$ cat src/hdl/etcq_pkg.sv
package etcq_pkg;

    // Defaults
    localparam int          RING_DEPTH_DEF = 8;
    localparam logic [31:0] MIN_GAP_RESET  = 32'd2000;

    // Opcodes of an input transaction
    localparam logic OP_EDGE = 1'b0;
    localparam logic OP_TAKE = 1'b1;

    // Result status codes
    typedef enum logic [2:0] {
        ST_STORED   = 3'd0,
        ST_TOO_SOON = 3'd1,
        ST_FULL     = 3'd2,
        ST_TAKEN    = 3'd3,
        ST_EMPTY    = 3'd4
    } t_status;

    // Controller states
    typedef enum logic [1:0] {
        S_IDLE,
        S_EVAL,
        S_LOAD,
        S_OUT
    } t_state;

    // Input transaction payload
    typedef struct packed {
        logic        opcode;
        logic [31:0] edge_time;
    } t_in_item;

    // Result transaction payload
    typedef struct packed {
        t_status     status;
        logic [31:0] taken_time;
        logic [31:0] accepted_total;
        logic [31:0] rejected_total;
    } t_out_item;

    // Controller to datapath
    typedef struct packed {
        logic    capture;   // latch the input transaction
        logic    update;    // apply the outcome to queue state
        t_status outcome;
        logic    load_out;  // build the result register
    } t_dp_cmd;

    // Datapath to controller
    typedef struct packed {
        logic is_take;
        logic too_soon;
        logic full;
        logic empty;
    } t_dp_flags;

endpackage

$ cat src/hdl/etcq_ctrl.sv
module etcq_ctrl (
    input  logic               i_clk,
    input  logic               i_rst_n,
    input  logic               i_in_valid,
    output logic               o_in_ready,
    output logic               o_out_valid,
    input  logic               i_out_ready,
    input  etcq_pkg::t_dp_flags i_flags,
    output etcq_pkg::t_dp_cmd   o_cmd
);

    etcq_pkg::t_state r_state;
    etcq_pkg::t_state n_state;

    // State register
    always_ff @(posedge i_clk) begin
        if (!i_rst_n) begin
            r_state <= etcq_pkg::S_IDLE;
        end else begin
            r_state <= n_state;
        end
    end

    // Next state and commands
    always_comb begin
        n_state          = r_state;
        o_in_ready       = 1'b0;
        o_out_valid      = 1'b0;
        o_cmd.capture    = 1'b0;
        o_cmd.update     = 1'b0;
        o_cmd.load_out   = 1'b0;
        o_cmd.outcome    = etcq_pkg::ST_EMPTY;

        // outcome of the held transaction
        if (i_flags.is_take) begin
            o_cmd.outcome = i_flags.empty ? etcq_pkg::ST_EMPTY : etcq_pkg::ST_TAKEN;
        end else if (i_flags.too_soon) begin
            o_cmd.outcome = etcq_pkg::ST_TOO_SOON;
        end else if (i_flags.full) begin
            o_cmd.outcome = etcq_pkg::ST_FULL;
        end else begin
            o_cmd.outcome = etcq_pkg::ST_STORED;
        end

        unique case (r_state)
            etcq_pkg::S_IDLE: begin
                o_in_ready    = 1'b1;
                o_cmd.capture = i_in_valid;
                if (i_in_valid) begin
                    n_state = etcq_pkg::S_EVAL;
                end
            end
            etcq_pkg::S_EVAL: begin
                o_cmd.update = 1'b1;
                n_state      = etcq_pkg::S_LOAD;
            end
            etcq_pkg::S_LOAD: begin
                o_cmd.load_out = 1'b1;
                n_state        = etcq_pkg::S_OUT;
            end
            etcq_pkg::S_OUT: begin
                o_out_valid = 1'b1;
                if (i_out_ready) begin
                    n_state = etcq_pkg::S_IDLE;
                end
            end
            default: begin
                n_state = etcq_pkg::S_IDLE;
            end
        endcase
    end

endmodule

$ cat src/hdl/etcq_datapath.sv
module etcq_datapath #(
    parameter int RING_DEPTH = etcq_pkg::RING_DEPTH_DEF
) (
    input  logic                i_clk,
    input  logic                i_rst_n,
    input  logic                i_cfg_we,
    input  logic [31:0]         i_cfg_wdata,
    input  etcq_pkg::t_in_item  i_in_data,
    input  etcq_pkg::t_dp_cmd   i_cmd,
    output etcq_pkg::t_dp_flags o_flags,
    output etcq_pkg::t_out_item o_out_data
);

    localparam int SLOT_W = (RING_DEPTH > 1) ? $clog2(RING_DEPTH) : 1;
    localparam logic [SLOT_W-1:0] LAST_SLOT = SLOT_W'(RING_DEPTH - 1);

    logic [31:0]         r_time_store [RING_DEPTH];
    logic [31:0]         r_rd_data;
    etcq_pkg::t_in_item  r_in;
    logic [SLOT_W-1:0]   r_wr_slot;
    logic [SLOT_W-1:0]   r_rd_slot;
    logic [31:0]         r_last_kept;
    logic [31:0]         r_acc_cnt;
    logic [31:0]         r_rej_cnt;
    logic [31:0]         r_min_gap;
    etcq_pkg::t_status   r_status;
    etcq_pkg::t_out_item r_out;

    logic [SLOT_W-1:0]   wr_next;
    logic [SLOT_W-1:0]   rd_next;
    logic [31:0]         gap;

    // Ring pointer increments, wrapping at the depth
    assign wr_next = (r_wr_slot == LAST_SLOT) ? '0 : r_wr_slot + 1'b1;
    assign rd_next = (r_rd_slot == LAST_SLOT) ? '0 : r_rd_slot + 1'b1;

    // Decision flags for the held transaction
    assign gap              = r_in.edge_time - r_last_kept;
    assign o_flags.is_take  = (r_in.opcode == etcq_pkg::OP_TAKE);
    assign o_flags.too_soon = (r_last_kept != '0) && (gap < r_min_gap);
    assign o_flags.full     = (wr_next == r_rd_slot);
    assign o_flags.empty    = (r_rd_slot == r_wr_slot);

    // Gap register
    always_ff @(posedge i_clk) begin
        if (!i_rst_n) begin
            r_min_gap <= etcq_pkg::MIN_GAP_RESET;
        end else if (i_cfg_we) begin
            r_min_gap <= i_cfg_wdata;
        end
    end

    // Input capture
    always_ff @(posedge i_clk) begin
        if (i_cmd.capture) begin
            r_in <= i_in_data;
        end
    end

    // Timestamp memory: one write port, one registered read port
    always_ff @(posedge i_clk) begin
        if (i_cmd.update && i_cmd.outcome == etcq_pkg::ST_STORED) begin
            r_time_store[r_wr_slot] <= r_in.edge_time;
        end
        r_rd_data <= r_time_store[r_rd_slot];
    end

    // Queue state and totals
    always_ff @(posedge i_clk) begin
        if (!i_rst_n) begin
            r_wr_slot   <= '0;
            r_rd_slot   <= '0;
            r_last_kept <= '0;
            r_acc_cnt   <= '0;
            r_rej_cnt   <= '0;
        end else if (i_cmd.update) begin
            case (i_cmd.outcome)
                etcq_pkg::ST_STORED: begin
                    r_last_kept <= r_in.edge_time;
                    r_wr_slot   <= wr_next;
                    r_acc_cnt   <= r_acc_cnt + 32'd1;
                end
                etcq_pkg::ST_FULL: begin
                    // last kept time moves even though the edge is dropped
                    r_last_kept <= r_in.edge_time;
                    r_rej_cnt   <= r_rej_cnt + 32'd1;
                end
                etcq_pkg::ST_TOO_SOON: begin
                    r_rej_cnt <= r_rej_cnt + 32'd1;
                end
                etcq_pkg::ST_TAKEN: begin
                    r_rd_slot <= rd_next;
                end
                default: begin
                end
            endcase
        end
    end

    // Outcome held for the result stage
    always_ff @(posedge i_clk) begin
        if (i_cmd.update) begin
            r_status <= i_cmd.outcome;
        end
    end

    // Result register
    always_ff @(posedge i_clk) begin
        if (i_cmd.load_out) begin
            r_out.status         <= r_status;
            r_out.taken_time     <= (r_status == etcq_pkg::ST_TAKEN) ? r_rd_data : '0;
            r_out.accepted_total <= r_acc_cnt;
            r_out.rejected_total <= r_rej_cnt;
        end
    end

    assign o_out_data = r_out;

    // A store never lands in a full ring
    a_store_not_full: assert property (@(posedge i_clk) disable iff (!i_rst_n)
        (i_cmd.update && i_cmd.outcome == etcq_pkg::ST_STORED) |-> !o_flags.full)
        else $error("store issued while ring full");

    // A pop never comes from an empty ring
    a_take_not_empty: assert property (@(posedge i_clk) disable iff (!i_rst_n)
        (i_cmd.update && i_cmd.outcome == etcq_pkg::ST_TAKEN) |-> !o_flags.empty)
        else $error("pop issued while ring empty");

    // Read slot moves only on a pop
    a_rd_slot_hold: assert property (@(posedge i_clk) disable iff (!i_rst_n)
        !(i_cmd.update && i_cmd.outcome == etcq_pkg::ST_TAKEN) |=> $stable(r_rd_slot))
        else $error("read slot moved without a pop");

    // A store always advances the write slot
    a_wr_slot_move: assert property (@(posedge i_clk) disable iff (!i_rst_n)
        (i_cmd.update && i_cmd.outcome == etcq_pkg::ST_STORED)
        |=> (r_wr_slot != $past(r_wr_slot)))
        else $error("write slot did not advance on store");

endmodule

$ cat src/hdl/edge_timestamp_capture_queue_top.sv
// Edge timestamp capture queue. Each input transaction is either a falling-edge
// report carrying the microsecond timer value, or a request to take the oldest
// stored timestamp; each one yields exactly one result transaction with a
// status, the popped time (zero unless taken) and the running stored and
// rejected totals. An edge is dropped as too soon when one has already been
// kept (last kept time nonzero) and the wrapped difference is below min_gap_us;
// otherwise it becomes the last kept time and is stored unless the ring, which
// holds RING_DEPTH-1 entries, is full. The block handles one transaction at a
// time: accept, evaluate, load the result, deliver, with the result held in
// the last step until the sink takes it; this sequence is set by the
// controller around the registered read of the timestamp memory. No clearing
// pass follows reset. The user must write min_gap_us through i_cfg_we and
// i_cfg_wdata only while the block is idle; the block does not enforce it.
module edge_timestamp_capture_queue_top #(
    parameter int RING_DEPTH = etcq_pkg::RING_DEPTH_DEF
) (
    input  logic                i_clk,
    input  logic                i_rst_n,
    input  logic                i_cfg_we,
    input  logic [31:0]         i_cfg_wdata,
    input  logic                i_in_valid,
    output logic                o_in_ready,
    input  etcq_pkg::t_in_item  i_in_data,
    output logic                o_out_valid,
    input  logic                i_out_ready,
    output etcq_pkg::t_out_item o_out_data
);

    etcq_pkg::t_dp_cmd   cmd;
    etcq_pkg::t_dp_flags flags;

    // Sequencer
    etcq_ctrl u_ctrl (
        .i_clk       (i_clk),
        .i_rst_n     (i_rst_n),
        .i_in_valid  (i_in_valid),
        .o_in_ready  (o_in_ready),
        .o_out_valid (o_out_valid),
        .i_out_ready (i_out_ready),
        .i_flags     (flags),
        .o_cmd       (cmd)
    );

    // Ring, counters and result register
    etcq_datapath #(
        .RING_DEPTH (RING_DEPTH)
    ) u_datapath (
        .i_clk       (i_clk),
        .i_rst_n     (i_rst_n),
        .i_cfg_we    (i_cfg_we),
        .i_cfg_wdata (i_cfg_wdata),
        .i_in_data   (i_in_data),
        .i_cmd       (cmd),
        .o_flags     (flags),
        .o_out_data  (o_out_data)
    );

endmodule

$ cat config.mk
export PLATFORM = sky130hd
export DESIGN_NAME = edge_timestamp_capture_queue_top
export DESIGN_NICKNAME = d
export VERILOG_FILES = /design/src/hdl/etcq_pkg.sv /design/src/hdl/etcq_ctrl.sv /design/src/hdl/etcq_datapath.sv /design/src/hdl/edge_timestamp_capture_queue_top.sv
export SDC_FILE = /design/constraint.sdc
export NUM_CORES = 1
export LEC_CHECK = 0
export BUFFER_PORTS_ARGS = -buffer_cell sky130_fd_sc_hd__buf_2
export CORE_UTILIZATION = 50
export DETAILED_ROUTE_END_ITERATION = 6
export GPL_TIMING_DRIVEN = 0
export HOLD_SLACK_MARGIN = 0.05
export PLACE_DENSITY_LB_ADDON = 0.05
export SETUP_SLACK_MARGIN = 0.2
export SLEW_MARGIN = 10
export SYNTH_ARGS = -nofsm -noshare
export SYNTH_HDL_FRONTEND = slang
export SYNTH_SLANG_ARGS = --single-unit
$ cat constraint.sdc
create_clock -name i_clk -period 13.74 [get_ports i_clk]
set_input_delay 2.061 -clock i_clk [delete_from_list [all_inputs] [get_ports i_clk]]
set_output_delay 2.061 -clock i_clk [all_outputs]
set_load 0.05 [all_outputs]
==> impl_metrics.csv <==
group,metric,value,unit
yosys,synth-main-ff-cell,"edfxtp_1",
floorplan,die_w,216.0,µm
placed_design,dp_hpwl,35.33,mm
setup_path,cp_max_fo,10,
clock_tree,cts_num_sinks,559,
final_layout,final_cell_area,26680,µm²
sta,setup_violations,0,
routing,drc,0,
setup_path,crit_path_end_kind,"flip-flop",
sta,worst_slew_pin_slew,1.048,ns
yosys,synth_top_family_by_area,"multiplexers",
min_path,min_path_type,"flip-flop to flip-flop",
setup_path,critPathMaxStageDelay,0.54,ns
sta,relSlewSlack,0.2952,
flow_run,maxCapViolCount,0,
sta,final_hold_viol_count,0,
placed_design,place_area,24880,µm²
routing,wirelength,49.98,mm
routing,firstDrtPassIters,5,
yosys,yosysTopAreaCellShare,0.5130,
yosys,synth_most_common_cell,"edfxtp_1",
sta,clock_skew,0.02036,ns
yosys,syn-num-nets,1725,
routing,drt_iter0_drc,780,
yosys,synthMuxAreaShare,0.1063,
outcome,outcome,"complete, no violations",
global_route,grt_pass1_wl,77.59,mm
clock_tree,clkTransAtPathRegs,0.06,ns
setup_path,start_kind,"flip-flop",
sta,min_period,7.437,ns
yosys,synth_compound_area_frac,0.04160,
final_layout,drive_gt1_frac,0.2193,
clock_tree,cts_tree,"done",
routing,via_per_inst,5.367,
global_route,grt_max_degree,56,
sta,rsz0062_at_grt,"false",
yosys,synthAdderAreaFrac,0.04023,
yosys,yosysTopAreaCell,"edfxtp_1",
routing,ant_nets,0,
final_layout,area_delta_synth_final,16.55,%
power,p_leak,9.650,nW
yosys,synth_xor_area_frac,0.03023,
yosys,ys_seq_area_frac,0.6599,
yosys,yosys.cell_types.count,63,
floorplan,rows,78,
final_layout,fillers,3640,
final_layout,diodes,0,
final_layout,multi_input_area,7264,µm²
clock_tree,clock_latency,0.62,ns
yosys,synth_seq_cells,559,
placed_design,gp_congestion,0.8630,
yosys,synth_top_cells_by_area,"edfxtp_1 (51%), dfxtp_1 (15%), mux4_2 (6.3%)",
setup_path,crit_arrival,7.76,ns
global_route,gr-total-overflow,0,
power,cellPowerDensity,197.4,nW/µm²
sta,final-max-slew-violation-count,0,
floorplan,die_area,46640,µm²
placed_design,portBuffers,168,
yosys,syn_area_per_cell,14.47,µm²
floorplan,start_util,0.5055,
global_route,grt_pass1_vias,13740,
sta,fin_crit_sh,0.5412,
clock_tree,root_buffer,"clkbuf_16",
yosys,synth_cells,1582,
setup_path,cp_slowest_cell,"nor4_1",
global_route,grt_usage,0.2190,
floorplan,core-area,45280,µm²
setup_path,worstPathRequired,14.06,ns
clock_tree,cts_htree_levels,2,
routing,detail_route.wl_per_cell,20.09,µm
yosys,synth_commonest_cells,"edfxtp_1 (391), dfxtp_1 (168), nor2_1 (127), inv_1 (79), ha_1 (72)",
yosys,async_flop_share,0,
routing,vias,13350,
clock_tree,holdBufCountCts,0,
yosys,syn_area,22890,µm²
yosys,ys_warn_count,0,
clock_tree,clk_path_buf_depth,3,
yosys,synth-simple-area-share,0.09632,
setup_path,critPathKind,"flip-flop to flip-flop",
power,vdd_ir_drop_max,0.1495,mV
floorplan,io_pins,171,
global_route,antenna_found_initial,0,
clock_tree,cts_resized,0,
setup_path,crit_buf_inv,6,
floorplan,die_h,216.0,µm
yosys,synth-edff-count,391,
clock_tree,post_cts_buffers,0,
setup_path,crit_family,"simple AND/OR/NAND/NOR gates",
final_layout,register_area,15100,µm²
sta,fmax,0.1345,GHz
clock_tree,cts_inserted_buffers,58,
sta,finalSetupTns,0,ns
final_layout,final_nets,1981,
==> per-stage QoR <==
step / util / setup slack (ns) / std cells / hold slack [ns] / total power, mW
2_1_floorplan: - / 5.882 / 1582 / 0.4064 / 3.394
3_3_place_gp: 0.5406 / 1.704 / 2350 / 0.4238 / 3.807
3_5_place_dp: 0.5495 / 6.402 / 2378 / 0.4191 / 3.836
4_1_cts: 0.5891 / 6.317 / 2488 / 0.4327 / 5.319
5_1_grt: 0.5891 / 5.973 / 2488 / 0.4406 / 5.543
6_report: 0.5891 / 6.303 / 2488 / 0.4289 / 5.267
==> layout by cell type (no fill, tap or decap), types with 36 or more instances in the layout <==
cell type	n
edfxtp_1	391
clkbuf_16	59
nand2_1	66
xnor2_1	58
ha_1	71
clkbuf_1	61
dfxtp_1	168
buf_2	172
inv_1	79
mux4_2	64
and2_1	36
a21oi_1	45
nor2_1	124
mux2i_1	63
==> flip-flops by register name (all words and copies together) (netlist names) <==
name	count
u_ctrl.r_state	2
u_datapath.r_rej_cnt	32
u_datapath.r_in	32
u_datapath.r_min_gap	32
u_datapath.o_out_data	99
u_datapath.r_rd_data	32
u_datapath.r_last_kept	32
u_datapath.r_status	3
u_datapath.r_rd_slot	3
u_datapath.o_flags	1
u_datapath.r_wr_slot	3
u_datapath.r_time_store	256
u_datapath.r_acc_cnt	32
==> cell families after synthesis <==
group | count (synthesis)
compound gates | 150
simple gates | 418
flops | 559
xor+xnor | 79
fa+ha+maj | 73
mux | 159
buf+inv | 144
==> final timing paths <==
path / slack (ns) / start / end / cells after the start
max: 6.30 / u_datapath.r_in[0]$_DFFE_PP_ / u_datapath.r_time_store[2][25]$_DFFE_PP_ / 26
min: 0.43 / u_datapath.r_acc_cnt[2]$_SDFFE_PN0P_ / u_datapath.o_out_data[34]$_DFFE_PP_ / 0
max reg2reg: 6.30 / u_datapath.r_in[0]$_DFFE_PP_ / u_datapath.r_time_store[2][25]$_DFFE_PP_ / 26
min reg2reg: 0.43 / u_datapath.r_acc_cnt[2]$_SDFFE_PN0P_ / u_datapath.o_out_data[34]$_DFFE_PP_ / 0
==> power breakdown <==
group          internal, mW  switching [mW]
clock network         0.827           0.644
logic                 0.564            1.00
registers              2.10           0.136
total                  3.49            1.78
==> cell type report <==
cell class,count,area share
inverters,79,0.01112
plain buffers,65,0.01074
flip-flops and latches,559,0.5662
clock buffers,74,0.05895
repair buffers,196,0.04427
clock inverters,36,0.008301
well taps,600,0.02814
multi-input cells,879,0.2723
==> metal layers <==
| metal | vias to the layer above | share of wire | GRT usage |
|---|---|---|---|
| met2 | 242 | 0.50 | 0.3731 |
| met3 | 73 | 0.040 | 0.03918 |
| met1 | 6625 | 0.44 | 0.2897 |
| li1 | 6413 | - | - |
| met5 | - | 0 | 0 |
| met4 | 0 | 0.022 | 0.05634 |
Note: power is estimated with default switching activity, not from simulation.
